[src/hdl/pse_pkg.sv]
// Package for the postfix stack evaluator: token and status codes, the
// request word handed to the arithmetic unit, and shared helpers.
// No dependencies.
package pse_pkg;

    localparam int DATA_W      = 32;
    localparam int CMD_W       = 3;
    localparam int STATUS_W    = 2;
    localparam int ITER_W      = 5;
    localparam int DEPTH_DEF   = 16;
    localparam int OUT_TDATA_W = 40;

    // Token kinds carried on the input tuser
    typedef enum logic [CMD_W-1:0] {
        CMD_PUSH = 3'd0,
        CMD_ADD  = 3'd1,
        CMD_SUB  = 3'd2,
        CMD_MUL  = 3'd3,
        CMD_DIV  = 3'd4,
        CMD_REM  = 3'd5
    } cmd_t;

    // Expression status codes
    typedef enum logic [STATUS_W-1:0] {
        ST_OK    = 2'd0,
        ST_UNDER = 2'd1,
        ST_OVER  = 2'd2,
        ST_DIVZ  = 2'd3
    } status_t;

    // Request to the shared arithmetic unit
    typedef struct packed {
        logic start;
        cmd_t op;
    } alu_req_t;

    // Keep the first error of an expression
    function automatic status_t flag_err(status_t cur, status_t code);
        return (cur == ST_OK) ? code : cur;
    endfunction

endpackage

[src/hdl/postfix_stack_evaluator.sv]
// Postfix expression evaluator: token sequencer, operand stack RAM and
// shared arithmetic unit. Depends on pse_pkg, pse_ram and pse_alu.
//
// Usage: one token per input word. s_tuser is the token kind (push, add,
// subtract, multiply, divide, remainder), s_tdata the operand for a push,
// s_tlast marks the last token of an expression. After the last token one
// result word leaves on the m_ side: m_tdata holds the value popped from the
// stack top and the sticky status of the expression (ok, underflow, overflow,
// divide by zero); the stack and status then clear for the next expression.
// Timing: s_tready is high only while the sequencer is idle. A push, an
// ignored code or an operator that underflows is done in the idle state;
// other operators read both operands from the stack, then, unless a divide
// or remainder is by zero, run the shared arithmetic unit, which takes the
// 32 steps of the shared adder for multiply, divide and remainder. A token
// with s_tlast then has the stack top placed in the output register.
// The output register lets the next expression start while a result waits;
// if m_tready stays low, the sequencer holds at the end of the next
// expression until the register frees. Reset empties the stack, clears the
// status and drops any pending result; stack RAM contents need no clearing.
module postfix_stack_evaluator #(
    parameter int STACK_DEPTH = pse_pkg::DEPTH_DEF
) (
    input  logic                            aclk,
    input  logic                            aresetn,
    input  logic                            s_tvalid,
    output logic                            s_tready,
    input  logic [pse_pkg::DATA_W-1:0]      s_tdata,   // [31:0] operand_value
    input  logic [pse_pkg::CMD_W-1:0]       s_tuser,   // [2:0] cmd
    input  logic                            s_tlast,   // end_of_expr
    output logic                            m_tvalid,
    input  logic                            m_tready,
    output logic [pse_pkg::OUT_TDATA_W-1:0] m_tdata    // [31:0] result_value,
                                                       // [33:32] status
);
    import pse_pkg::*;

    localparam int ADDR_W = $clog2(STACK_DEPTH);
    localparam int CNT_W  = $clog2(STACK_DEPTH + 1);

    typedef enum logic [6:0] {
        S_IDLE     = 7'b0000001,
        S_RD_A     = 7'b0000010,
        S_RD_DATA  = 7'b0000100,
        S_ALU      = 7'b0001000,
        S_TOP      = 7'b0010000,
        S_TOP_WAIT = 7'b0100000,
        S_EMIT     = 7'b1000000
    } seq_state_t;

    seq_state_t          state_reg, state_next;
    logic [CNT_W-1:0]    count_reg, count_next;
    status_t             err_reg, err_next;
    cmd_t                op_reg, op_next;
    logic                end_reg, end_next;
    logic [DATA_W-1:0]   b_reg, b_next;
    logic [DATA_W-1:0]   res_reg, res_next;
    logic                m_tvalid_reg, m_tvalid_next;
    logic [DATA_W-1:0]   m_value_reg, m_value_next;
    status_t             m_status_reg, m_status_next;

    logic                ram_wr_en, ram_rd_en;
    logic [ADDR_W-1:0]   ram_wr_addr, ram_rd_addr;
    logic [DATA_W-1:0]   ram_wr_data, ram_rd_data;
    logic [CNT_W-1:0]    cnt_m1, cnt_m2;
    alu_req_t            alu_req;
    logic                alu_done;
    logic [DATA_W-1:0]   alu_result;
    logic                s_accept;

    assign cnt_m1   = count_reg - 1'b1;
    assign cnt_m2   = count_reg - 2'd2;
    assign s_tready = (state_reg == S_IDLE);
    assign s_accept = s_tvalid && s_tready;
    assign m_tvalid = m_tvalid_reg;
    assign m_tdata  = {{(OUT_TDATA_W-DATA_W-STATUS_W){1'b0}}, m_status_reg, m_value_reg};

    pse_ram #(
        .WIDTH (DATA_W),
        .DEPTH (STACK_DEPTH)
    ) u_stack (
        .aclk    (aclk),
        .wr_en   (ram_wr_en),
        .wr_addr (ram_wr_addr),
        .wr_data (ram_wr_data),
        .rd_en   (ram_rd_en),
        .rd_addr (ram_rd_addr),
        .rd_data (ram_rd_data)
    );

    pse_alu u_alu (
        .aclk    (aclk),
        .aresetn (aresetn),
        .req     (alu_req),
        .a       (ram_rd_data),
        .b       (b_reg),
        .done    (alu_done),
        .result  (alu_result)
    );

    // Token sequencer
    always_comb begin
        state_next    = state_reg;
        count_next    = count_reg;
        err_next      = err_reg;
        op_next       = op_reg;
        end_next      = end_reg;
        b_next        = b_reg;
        res_next      = res_reg;
        m_tvalid_next = m_tvalid_reg;
        m_value_next  = m_value_reg;
        m_status_next = m_status_reg;
        ram_wr_en     = 1'b0;
        ram_wr_addr   = cnt_m2[ADDR_W-1:0];
        ram_wr_data   = alu_result;
        ram_rd_en     = 1'b0;
        ram_rd_addr   = cnt_m1[ADDR_W-1:0];
        alu_req.start = 1'b0;
        alu_req.op    = op_reg;

        // drop the output word once taken
        if (m_tvalid_reg && m_tready) begin
            m_tvalid_next = 1'b0;
        end

        case (state_reg)
            S_IDLE: begin
                if (s_accept) begin
                    op_next    = cmd_t'(s_tuser);
                    end_next   = s_tlast;
                    state_next = s_tlast ? S_TOP : S_IDLE;
                    case (s_tuser)
                        CMD_PUSH: begin
                            if (count_reg >= CNT_W'(STACK_DEPTH)) begin
                                err_next = flag_err(err_reg, ST_OVER);
                            end else begin
                                ram_wr_en   = 1'b1;
                                ram_wr_addr = count_reg[ADDR_W-1:0];
                                ram_wr_data = s_tdata;
                                count_next  = count_reg + 1'b1;
                            end
                        end
                        CMD_ADD, CMD_SUB, CMD_MUL, CMD_DIV, CMD_REM: begin
                            if (count_reg < CNT_W'(2)) begin
                                err_next = flag_err(err_reg, ST_UNDER);
                            end else begin
                                // fetch the second operand from the top
                                ram_rd_en  = 1'b1;
                                state_next = S_RD_A;
                            end
                        end
                        default: ;
                    endcase
                end
            end
            S_RD_A: begin
                b_next      = ram_rd_data;
                ram_rd_en   = 1'b1;
                ram_rd_addr = cnt_m2[ADDR_W-1:0];
                state_next  = S_RD_DATA;
            end
            S_RD_DATA: begin
                if ((b_reg == '0) && (op_reg == CMD_DIV || op_reg == CMD_REM)) begin
                    // divide by zero: replace both operands with zero
                    err_next    = flag_err(err_reg, ST_DIVZ);
                    ram_wr_en   = 1'b1;
                    ram_wr_data = '0;
                    count_next  = cnt_m1;
                    state_next  = end_reg ? S_TOP : S_IDLE;
                end else begin
                    alu_req.start = 1'b1;
                    state_next    = S_ALU;
                end
            end
            S_ALU: begin
                if (alu_done) begin
                    ram_wr_en  = 1'b1;
                    count_next = cnt_m1;
                    state_next = end_reg ? S_TOP : S_IDLE;
                end
            end
            S_TOP: begin
                if (count_reg == '0) begin
                    err_next   = flag_err(err_reg, ST_UNDER);
                    res_next   = '0;
                    state_next = S_EMIT;
                end else begin
                    ram_rd_en  = 1'b1;
                    state_next = S_TOP_WAIT;
                end
            end
            S_TOP_WAIT: begin
                res_next   = ram_rd_data;
                state_next = S_EMIT;
            end
            S_EMIT: begin
                // hold until the output register is free
                if (!m_tvalid_reg || m_tready) begin
                    m_tvalid_next = 1'b1;
                    m_value_next  = res_reg;
                    m_status_next = err_reg;
                    count_next    = '0;
                    err_next      = ST_OK;
                    state_next    = S_IDLE;
                end
            end
            default: state_next = S_IDLE;
        endcase
    end

    always_ff @(posedge aclk) begin
        if (!aresetn) begin
            state_reg    <= S_IDLE;
            count_reg    <= '0;
            err_reg      <= ST_OK;
            m_tvalid_reg <= 1'b0;
        end else begin
            state_reg    <= state_next;
            count_reg    <= count_next;
            err_reg      <= err_next;
            m_tvalid_reg <= m_tvalid_next;
        end
    end

    always_ff @(posedge aclk) begin
        op_reg       <= op_next;
        end_reg      <= end_next;
        b_reg        <= b_next;
        res_reg      <= res_next;
        m_value_reg  <= m_value_next;
        m_status_reg <= m_status_next;
    end

`ifndef SYNTHESIS
    // Stack never grows past its depth
    assert property (@(posedge aclk) disable iff (!aresetn)
        count_reg <= CNT_W'(STACK_DEPTH))
        else $error("stack count beyond depth");

    // An operator only runs with both operands still counted on the stack
    assert property (@(posedge aclk) disable iff (!aresetn)
        (state_reg == S_ALU) |-> (count_reg >= CNT_W'(2)))
        else $error("arithmetic step without two operands");

    // A new result word leaves the stack and status cleared
    assert property (@(posedge aclk) disable iff (!aresetn)
        $rose(m_tvalid_reg) |-> (count_reg == '0) && (err_reg == ST_OK))
        else $error("stack not cleared after result");

    // Input is taken only while the arithmetic unit is idle
    assert property (@(posedge aclk) disable iff (!aresetn)
        s_tready |-> !alu_done)
        else $error("input ready while arithmetic unit busy");
`endif

endmodule

[src/hdl/pse_ram.sv]
// Generic single-write, single-read RAM with registered read data.
// No dependencies.
module pse_ram #(
    parameter int WIDTH = 32,
    parameter int DEPTH = 16
) (
    input  logic                     aclk,
    input  logic                     wr_en,
    input  logic [$clog2(DEPTH)-1:0] wr_addr,
    input  logic [WIDTH-1:0]         wr_data,
    input  logic                     rd_en,
    input  logic [$clog2(DEPTH)-1:0] rd_addr,
    output logic [WIDTH-1:0]         rd_data
);

    logic [WIDTH-1:0] mem [DEPTH];

    // Write port
    always_ff @(posedge aclk) begin
        if (wr_en) begin
            mem[wr_addr] <= wr_data;
        end
    end

    // Registered read port
    always_ff @(posedge aclk) begin
        if (rd_en) begin
            rd_data <= mem[rd_addr];
        end
    end

endmodule

[src/hdl/pse_alu.sv]
// Shared arithmetic unit: one 33-bit adder/subtractor used once for add and
// subtract, and 32 times then once more as a fix-up for shift-add multiply
// and restoring divide. Depends on pse_pkg.
module pse_alu (
    input  logic                     aclk,
    input  logic                     aresetn,
    input  pse_pkg::alu_req_t        req,
    input  logic [pse_pkg::DATA_W-1:0] a,
    input  logic [pse_pkg::DATA_W-1:0] b,
    output logic                     done,
    output logic [pse_pkg::DATA_W-1:0] result
);
    import pse_pkg::*;

    typedef enum logic [2:0] {
        A_IDLE = 3'b001,
        A_RUN  = 3'b010,
        A_FIX  = 3'b100
    } alu_state_t;

    alu_state_t          state_reg, state_next;
    cmd_t                op_reg, op_next;
    logic [ITER_W-1:0]   iter_reg, iter_next;
    logic [DATA_W-1:0]   acc_reg, acc_next;
    logic [DATA_W-1:0]   opa_reg, opa_next;
    logic [DATA_W-1:0]   opb_reg, opb_next;
    logic                neg_q_reg, neg_q_next;
    logic                neg_r_reg, neg_r_next;

    logic [DATA_W:0]     add_x, add_y;
    logic                add_sub;
    logic [DATA_W+1:0]   add_sum;
    logic                is_div;
    logic [DATA_W-1:0]   abs_a, abs_b;

    // The one adder: x + y or x - y, carry out set when x >= y on subtract
    assign add_sum = {1'b0, add_x} + {1'b0, add_y ^ {(DATA_W+1){add_sub}}}
                     + {{(DATA_W+1){1'b0}}, add_sub};

    assign is_div = (op_reg == CMD_DIV) || (op_reg == CMD_REM);
    assign abs_a  = a[DATA_W-1] ? (~a + 1'b1) : a;
    assign abs_b  = b[DATA_W-1] ? (~b + 1'b1) : b;

    assign done   = (state_reg == A_FIX);
    assign result = add_sum[DATA_W-1:0];

    // Select adder operands for the current step
    always_comb begin
        add_x   = {1'b0, acc_reg};
        add_y   = {1'b0, opa_reg};
        add_sub = 1'b0;
        case (state_reg)
            A_RUN: begin
                if (is_div) begin
                    add_x   = {acc_reg, opb_reg[DATA_W-1]};
                    add_sub = 1'b1;
                end
            end
            A_FIX: begin
                case (op_reg)
                    CMD_SUB: add_sub = 1'b1;
                    CMD_MUL: add_y = '0;
                    CMD_DIV: begin
                        add_x   = neg_q_reg ? '0 : {1'b0, opb_reg};
                        add_y   = neg_q_reg ? {1'b0, opb_reg} : '0;
                        add_sub = neg_q_reg;
                    end
                    CMD_REM: begin
                        add_x   = neg_r_reg ? '0 : {1'b0, acc_reg};
                        add_y   = neg_r_reg ? {1'b0, acc_reg} : '0;
                        add_sub = neg_r_reg;
                    end
                    default: ;
                endcase
            end
            default: ;
        endcase
    end

    // Sequence load, iterate and final fix-up
    always_comb begin
        state_next = state_reg;
        op_next    = op_reg;
        iter_next  = iter_reg;
        acc_next   = acc_reg;
        opa_next   = opa_reg;
        opb_next   = opb_reg;
        neg_q_next = neg_q_reg;
        neg_r_next = neg_r_reg;
        case (state_reg)
            A_IDLE: begin
                if (req.start) begin
                    op_next    = req.op;
                    iter_next  = '0;
                    neg_q_next = a[DATA_W-1] ^ b[DATA_W-1];
                    neg_r_next = a[DATA_W-1];
                    case (req.op)
                        CMD_MUL: begin
                            acc_next   = '0;
                            opa_next   = a;
                            opb_next   = b;
                            state_next = A_RUN;
                        end
                        CMD_DIV, CMD_REM: begin
                            acc_next   = '0;
                            opa_next   = abs_b;
                            opb_next   = abs_a;
                            state_next = A_RUN;
                        end
                        default: begin
                            acc_next   = a;
                            opa_next   = b;
                            state_next = A_FIX;
                        end
                    endcase
                end
            end
            A_RUN: begin
                if (is_div) begin
                    // restoring step: keep the difference when no borrow
                    acc_next = add_sum[DATA_W+1] ? add_sum[DATA_W-1:0]
                                                 : add_x[DATA_W-1:0];
                    opb_next = {opb_reg[DATA_W-2:0], add_sum[DATA_W+1]};
                end else begin
                    if (opb_reg[0]) begin
                        acc_next = add_sum[DATA_W-1:0];
                    end
                    opa_next = {opa_reg[DATA_W-2:0], 1'b0};
                    opb_next = {1'b0, opb_reg[DATA_W-1:1]};
                end
                iter_next = iter_reg + 1'b1;
                if (iter_reg == {ITER_W{1'b1}}) begin
                    state_next = A_FIX;
                end
            end
            A_FIX: begin
                state_next = A_IDLE;
            end
            default: state_next = A_IDLE;
        endcase
    end

    always_ff @(posedge aclk) begin
        if (!aresetn) begin
            state_reg <= A_IDLE;
        end else begin
            state_reg <= state_next;
        end
    end

    always_ff @(posedge aclk) begin
        op_reg    <= op_next;
        iter_reg  <= iter_next;
        acc_reg   <= acc_next;
        opa_reg   <= opa_next;
        opb_reg   <= opb_next;
        neg_q_reg <= neg_q_next;
        neg_r_reg <= neg_r_next;
    end

endmodule

[config.mk]
export PLATFORM = sky130hd
export DESIGN_NAME = postfix_stack_evaluator
export DESIGN_NICKNAME = d
export VERILOG_FILES = /design/src/hdl/pse_pkg.sv /design/src/hdl/postfix_stack_evaluator.sv /design/src/hdl/pse_ram.sv /design/src/hdl/pse_alu.sv
export SDC_FILE = /design/constraint.sdc
export NUM_CORES = 1
export LEC_CHECK = 0
export BUFFER_PORTS_ARGS = -buffer_cell sky130_fd_sc_hd__clkbuf_2
export CAP_MARGIN = 5
export CELL_PAD_IN_SITES_DETAIL_PLACEMENT = 1
export CELL_PAD_IN_SITES_GLOBAL_PLACEMENT = 2
export CORE_MARGIN = 5
export CORE_UTILIZATION = 30
export DETAILED_ROUTE_END_ITERATION = 7
export PLACE_DENSITY = 0.65
export SLEW_MARGIN = 20
export SYNTH_ARGS = -nofsm -noshare
export SYNTH_HDL_FRONTEND = slang
export SYNTH_HIERARCHICAL = 1
export SYNTH_SLANG_ARGS = --single-unit
[constraint.sdc]
create_clock -name aclk -period 4.75 [get_ports aclk]
set_clock_uncertainty 0.15 [all_clocks]
set_input_delay 0.2375 -clock aclk [delete_from_list [all_inputs] [get_ports aclk]]
set_output_delay 0.2375 -clock aclk [all_outputs]
set_load 0.03 [all_outputs]
==> impl_metrics.ini, run 1 <==
[synth]
synth_edf_count = 752
synth_cell_types = 84
synthMuxAreaShare_pct = 9.138
syn_inst = 2562
yosys.area_share.simple_pct = 8.874
synthAdderAreaFrac_pct = 1.517
avgSynthCellArea_um2 = 14.03
synth_top_family_by_area = compound AO/OA/AOI/OAI gates
synth_seq_cells = 770
synthArstFlopShare_pct = 0
ys_warn_count = 6
synth_ff_type = edfxtp_1
synth-compound-area-share_pct = 11.82
synth_xor_area_share_pct = 2.363
yosysSeqAreaShare_pct = 63.81
netlist_area_um2 = 35960

[setup_path]
cp.required_ns = 5.00
worst-setup-path-type = register to register
crit_fanout = 17
end_kind = register
cp-start-kind = register
critPathArrivalTime_ns = 4.86

[die]
dieArea_um2 = 126900
core_area_um2 = 119500
fp.dieW_um = 356.2
row_count = 127
die_height_um = 356.2
start_util_pct = 30.09
pin_count = 82

[clock_network]
cts.sinks = 770
clkTransAtPathRegs_ns = 0.06
h-tree-depth = 3
clkLatencyLatePin_ns = 0.67
numCtsBuffers = 84
tritoncts = done
clock_path_buffers = 3
cts-root-buf = clkbuf_16

[finish]
n_fill_cell = 12510
max_flop_register = u_stack/mem
synthToLayoutAreaGrowth_pct = 20.98
drive_gt1_share_pct = 23.32
nets = 2917
final_cell_mix = edfxtp_1, buf_4, nand2_1, o21ai_0, nor2_1
largest_reg_flops = 512
regArea_um2 = 22940
design_area_um2 = 43500
multi_input_area_um2 = 12660
final_common_cell = edfxtp_1

[pwr]
power_uw = 14790
p_seq_share_pct = 50.8
p_switching_uw = 3328
p_per_area_nw_per_um2 = 340.1
vdd_ir_drop_max_mv = 0.3246
combPwrFrac_pct = 5.8
power_frac_clock_pct = 43.4
swShare_pct = 22.50
internal_power_uw = 11460
leakage_uw = 0.01482

[sta]
max_slew_margin_pct = 22.08
finalHoldViolations = 0
fmax_mhz = 216.7
slew_viol_final = 0
fin_crit_sh_pct = 97.13
rsz0062_at_grt = true
worst_pin_slew_ns = 1.160
whs_ns = 0.03401
tns_ns = 0
worst_slack_ns = 0.1363
finalSetupViolCount = 0
period_needed_ns = 4.614

[placed_design]
gp_congestion = 0.8784
place_area_um2 = 40200
dpl.hpwl_mm = 81.37
post-place-ws_ns = -0.1936
port-buffer-count = 75

[flow_run]
drv_cap = 0

[global_routing]
grt_pass1_vias = 25770
grt_overflow_total = 0
grt_antenna_before_repair = 2
grt_pass1_wl_mm = 179.6
grt_max_degree = 73
track_usage_pct = 19.02

[drt]
vias = 24530
antenna_left = 0
routed_via_density = 5.436
drt-pass1-iter-count = 6
drt_iter0_markers = 2047
wirelength_mm = 122.6
drc = 0
wl_per_cell_um = 27.17

[run_status]
status = complete, no violations

[worst_hold_path]
hp-class = input port to register
stage by stage:
| stage | util [%] | instances |
|---|---|---|
| after detailed placement | 33.64 | 4324 |
| after global placement | 33.63 | 4324 |
| after CTS | 36.09 | 4496 |
| final | 36.40 | 4513 |
| after floorplan | - | 2567 |
| after global routing | 36.40 | 4511 |
cells by family (layout without fill, tap and decap cells):
| logic type | count (synthesis) | in the layout |
|---|---|---|
| multiplexers | 168 | 168 |
| adder cells (fa/ha/maj) | 43 | 43 |
| other | 1 | 8 |
| buffers and inverters | 206 | 538 |
| AO/OA/AOI/OAI | 624 | 624 |
| XOR/XNOR | 97 | 97 |
| AND/OR/NAND/NOR | 653 | 653 |
| flip-flops | 770 | 770 |
critical path, cell delays in order, from the launching register on:
cell	delay, ns
dfxtp_1	0.32
or3b_4	0.43
a21oi_4	0.15
inv_2	0.08
buf_4	0.19
a221o_1	0.26
o21ai_0	0.15
xnor2_1	0.14
ha_1	0.38
nand3_4	0.12
nor3_4	0.21
nand4_1	0.20
a21o_1	0.30
a2111oi_4	0.44
o32a_4	0.33
buf_12	0.17
o21ai_0	0.10
a31o_2	0.22
power groups by stage:
stage / Sequential (uW) / Combinational (uW) / Clock [uW]
after floorplan: 7640 / 546 / 0
after global placement: 7650 / 825 / 0
after detailed placement: 7650 / 847 / 0
after CTS: 7510 / 866 / 6590
after global routing: 7510 / 930 / 6920
final: 7510 / 865 / 6420
layout make-up:
type | count | area share (%)
sequential | 770 | 52.74
multi-input combinational | 1591 | 29.10
inverter | 32 | 0.2761
tap | 1612 | 4.637
timing repair buffer | 355 | 7.085
antenna | 2 | 0.01151
clock buffer | 100 | 5.019
clock inverter | 51 | 1.128
synthesized netlist by cell type, types with 7 or more instances:
| cell | n | share of area [%] |
|---|---|---|
| buf_1 | 24 | 0.25 |
| or3_1 | 18 | 0.31 |
| mux4_2 | 128 | 8.0 |
| a21oi_1 | 82 | 1.1 |
| o41ai_1 | 7 | 0.17 |
| nand4_1 | 13 | 0.23 |
| dfxtp_1 | 18 | 1.0 |
| o21ai_0 | 152 | 2.1 |
| clkbuf_1 | 113 | 1.2 |
| a221o_1 | 32 | 0.89 |
| mux2i_1 | 38 | 1.1 |
| o211ai_1 | 19 | 0.40 |
| and2_1 | 12 | 0.21 |
| nor2_1 | 147 | 1.5 |
| edfxtp_1 | 752 | 63 |
| nand3b_1 | 8 | 0.17 |
| a31oi_1 | 47 | 0.82 |
| nor3_1 | 40 | 0.56 |
| nand2b_1 | 10 | 0.17 |
| and3_1 | 41 | 0.71 |
| nand3_1 | 77 | 1.1 |
| xnor2_1 | 58 | 1.4 |
| buf_2 | 16 | 0.22 |
| buf_4 | 17 | 0.35 |
| a21o_1 | 18 | 0.38 |
| xor2_1 | 39 | 0.95 |
| a32oi_1 | 7 | 0.17 |
| a211oi_1 | 30 | 0.63 |
| o21ai_1 | 17 | 0.24 |
| ha_1 | 42 | 1.5 |
| o31ai_1 | 21 | 0.44 |
| a222oi_1 | 7 | 0.19 |
| nand2_1 | 209 | 2.2 |
| nor2b_1 | 26 | 0.45 |
| a22o_1 | 34 | 0.83 |
| nor4_1 | 10 | 0.17 |
| or4_1 | 7 | 0.15 |
| a22oi_1 | 96 | 2.0 |
| inv_1 | 31 | 0.32 |
per-layer routing:
metal / wire (um) / global-route usage [%] / share of wire, % / vias to the layer above
met5: 0 / 0 / 0 / -
met4: 3755 / 5.655 / 3.1 / 0
met3: 5300 / 2.602 / 4.3 / 182
met2: 61150 / 32.87 / 50 / 709
met1: 52410 / 25.02 / 43 / 12900
li1: - / - / - / 10740
final timing paths:
| path | cells past startpoint | start | slack, ns | to |
|---|---|---|---|---|
| setup / recovery | 17 | u_alu/state_reg[0] | 0.14 | u_alu/acc_reg[23] |
| hold / removal | 2 | s_tdata[25] | 0.03 | u_stack/mem[2][25] |
| setup reg to reg | 17 | u_alu/state_reg[0] | 0.14 | u_alu/acc_reg[23] |
| hold reg to reg | 0 | res_reg[1] | 0.27 | m_value_reg[1] |
what timing repair did:
action | 4_1_cts | 5_1_grt
endpoints found under the setup margin | 233 | 353
hold endpoints to repair | 233 | 16
hold buffers | 21 | 1
resized for setup | 17 | 52
pin swaps | 0 | 16
gates cloned | 0 | 1
setup buffers | 0 | 12
Power figures use the tool's default switching activity.
==> inputs of run 2 (changes only) <==
- PLACE_DENSITY: 0.65 -> 0.63
- clock period: 4.75 -> 5.1 ns (I/O delays scaled with it)
==> run 2 against run 1 <==
Net effect:
- register-to-register slack improved by 0.07 ns
- power shrank 7.2%
- critical endpoint is now u_stack/mem[1][30]
- count of clock-buffer cells in the layout decreased by 1
- critical path type unchanged
- via count down 3.0%
- sequential share of layout area up 1.5 points
- clock power shrank 7.2%
- the flow now finishes with violations (negative hold slack)
- highest routed layer unchanged
==> impl_metrics.ini, run 2 (synthesis gave the netlist of run 1 again) <==
[drt]
drt_iter0_markers = 1905
antenna_left = 0
drc = 0
wl_per_cell_um = 27.13
vias = 23790
drt-pass1-iter-count = 5
wirelength_mm = 119.5
routed_via_density = 5.399

[clock_network]
cts-root-buf = clkbuf_16
numCtsBuffers = 83
clkTransAtPathRegs_ns = 0.06
h-tree-depth = 3
tritoncts = done
clock_path_buffers = 3
clkLatencyLatePin_ns = 0.67
cts.sinks = 770

[sta]
period_needed_ns = 4.895
max_slew_margin_pct = 34.99
finalHoldViolations = 16
finalSetupViolCount = 0
fin_crit_sh_pct = 95.98
worst_slack_ns = 0.2050
slew_viol_final = 0
fmax_mhz = 204.3
worst_pin_slew_ns = 0.9728
whs_ns = -0.01809

[placed_design]
place_area_um2 = 39300
gp_congestion = 0.8712
post-place-ws_ns = -0.1524
port-buffer-count = 75
dpl.hpwl_mm = 81.46

[pwr]
internal_power_uw = 10640
swShare_pct = 22.54
combPwrFrac_pct = 5.6
p_switching_uw = 3096
p_seq_share_pct = 50.9
leakage_uw = 0.01421
p_per_area_nw_per_um2 = 324.9
vdd_ir_drop_max_mv = 0.3261
power_frac_clock_pct = 43.4

[die]
core_area_um2 = 119500
start_util_pct = 30.09
die_height_um = 356.2
dieArea_um2 = 126900
row_count = 127
fp.dieW_um = 356.2
pin_count = 82

[finish]
drive_gt1_share_pct = 20.72
max_flop_register = u_stack/mem
final_cell_mix = edfxtp_1, nand2_1, o21ai_0, buf_4, nor2_1
largest_reg_flops = 512
design_area_um2 = 42270
nets = 2812
antenna_cells = 0
synthToLayoutAreaGrowth_pct = 17.56
final_common_cell = edfxtp_1

[setup_path]
crit_fanout = 31
cp-start-kind = register
critPathArrivalTime_ns = 5.12
cp.required_ns = 5.33
rr_worst_depth = 19
worst-setup-path-type = register to register
end_kind = register

[global_routing]
grt_pass1_vias = 24920
grt_pass1_wl_mm = 174.0
grt_max_degree = 76
grt_overflow_total = 0
track_usage_pct = 18.50
grt_antenna_before_repair = 2

[worst_hold_path]
hp-class = input port to register
holdPathStages = 2

[run_status]
violations = negative hold slack
status = finished with violations

[flow_run]
drv_cap = 0
[run 2: routing by layer]
layer	vias to the layer above	track usage [%]	share of wire, %
li1	10510	-	-
met1	12570	23.93	43
met2	552	32.60	51
met3	155	2.351	3.9
met4	0	5.439	2.6
met5	-	0	0
[run 2: final timing paths]
check	startpoint	slack [ns]	to
max reg2reg	u_alu/state_reg[2]	0.21	u_stack/mem[1][30]
min	s_tdata[19]	-0.02	u_stack/mem[15][19]
min reg2reg	res_reg[21]	0.26	m_value_reg[21]
max	u_alu/state_reg[2]	0.21	u_stack/mem[1][30]
[run 2: worst max-delay path, cell delays in order, from the launching register on]
cell and delay [ns]:
dfxtp_1 0.41, or3b_1 0.45, inv_1 0.15, buf_4 0.14
nand2_1 0.08, nor3_2 0.19, buf_12 0.23, a22oi_1 0.08
o21ai_0 0.34, ha_1 0.32, buf_4 0.16, a21oi_1 0.14
o21ai_0 0.13, a211oi_1 0.36, nor2_1 0.11, nand4b_1 0.30
buf_4 0.22, nand3_1 0.09, nand3_1 0.20, a22o_4 0.37
[run 2: final cells by class]
type | instances | area (um^2)
inverter | 32 | 120.1
clock buffer | 99 | 2158
timing repair buffer | 251 | 2024
tap | 1612 | 2017
sequential | 770 | 22940
fill | 12550 | 77230
multi-input combinational | 1591 | 12500
clock inverter | 51 | 508.0
[run 2: per-stage QoR]
step	hold WS (ns)	utilization (%)	TNS, ns	total power, uW	cells
3_5_place_dp	0.2579	32.89	-13.85	7902	4235
6_report	-0.01809	35.37	0	13730	4406
2_1_floorplan	0.1669	-	0	7619	2567
4_1_cts	0.01028	35.26	0	13900	4400
5_1_grt	0.003394	35.37	-0.02670	14240	4406
3_3_place_gp	0.2564	32.85	0	7877	4233
[run 2: power groups by stage]
| stage | clock network, uW | logic [uW] | registers, uW |
|---|---|---|---|
| 2_1_floorplan | 0 | 508 | 7110 |
| 3_3_place_gp | 0 | 748 | 7130 |
| 3_5_place_dp | 0 | 770 | 7130 |
| 4_1_cts | 6120 | 780 | 7000 |
| 5_1_grt | 6400 | 838 | 7000 |
| 6_report | 5960 | 776 | 7000 |
[run 2: timing repair]
| action | 4_1_cts | 5_1_grt |
|---|---|---|
| hold buffers | 15 | 0 |
| pin swaps | 0 | 4 |
| endpoints found under the setup margin | 169 | 363 |
| endpoints found under the hold margin | 133 | 0 |
| buffers inserted | 0 | 6 |
| resized for setup | 9 | 34 |
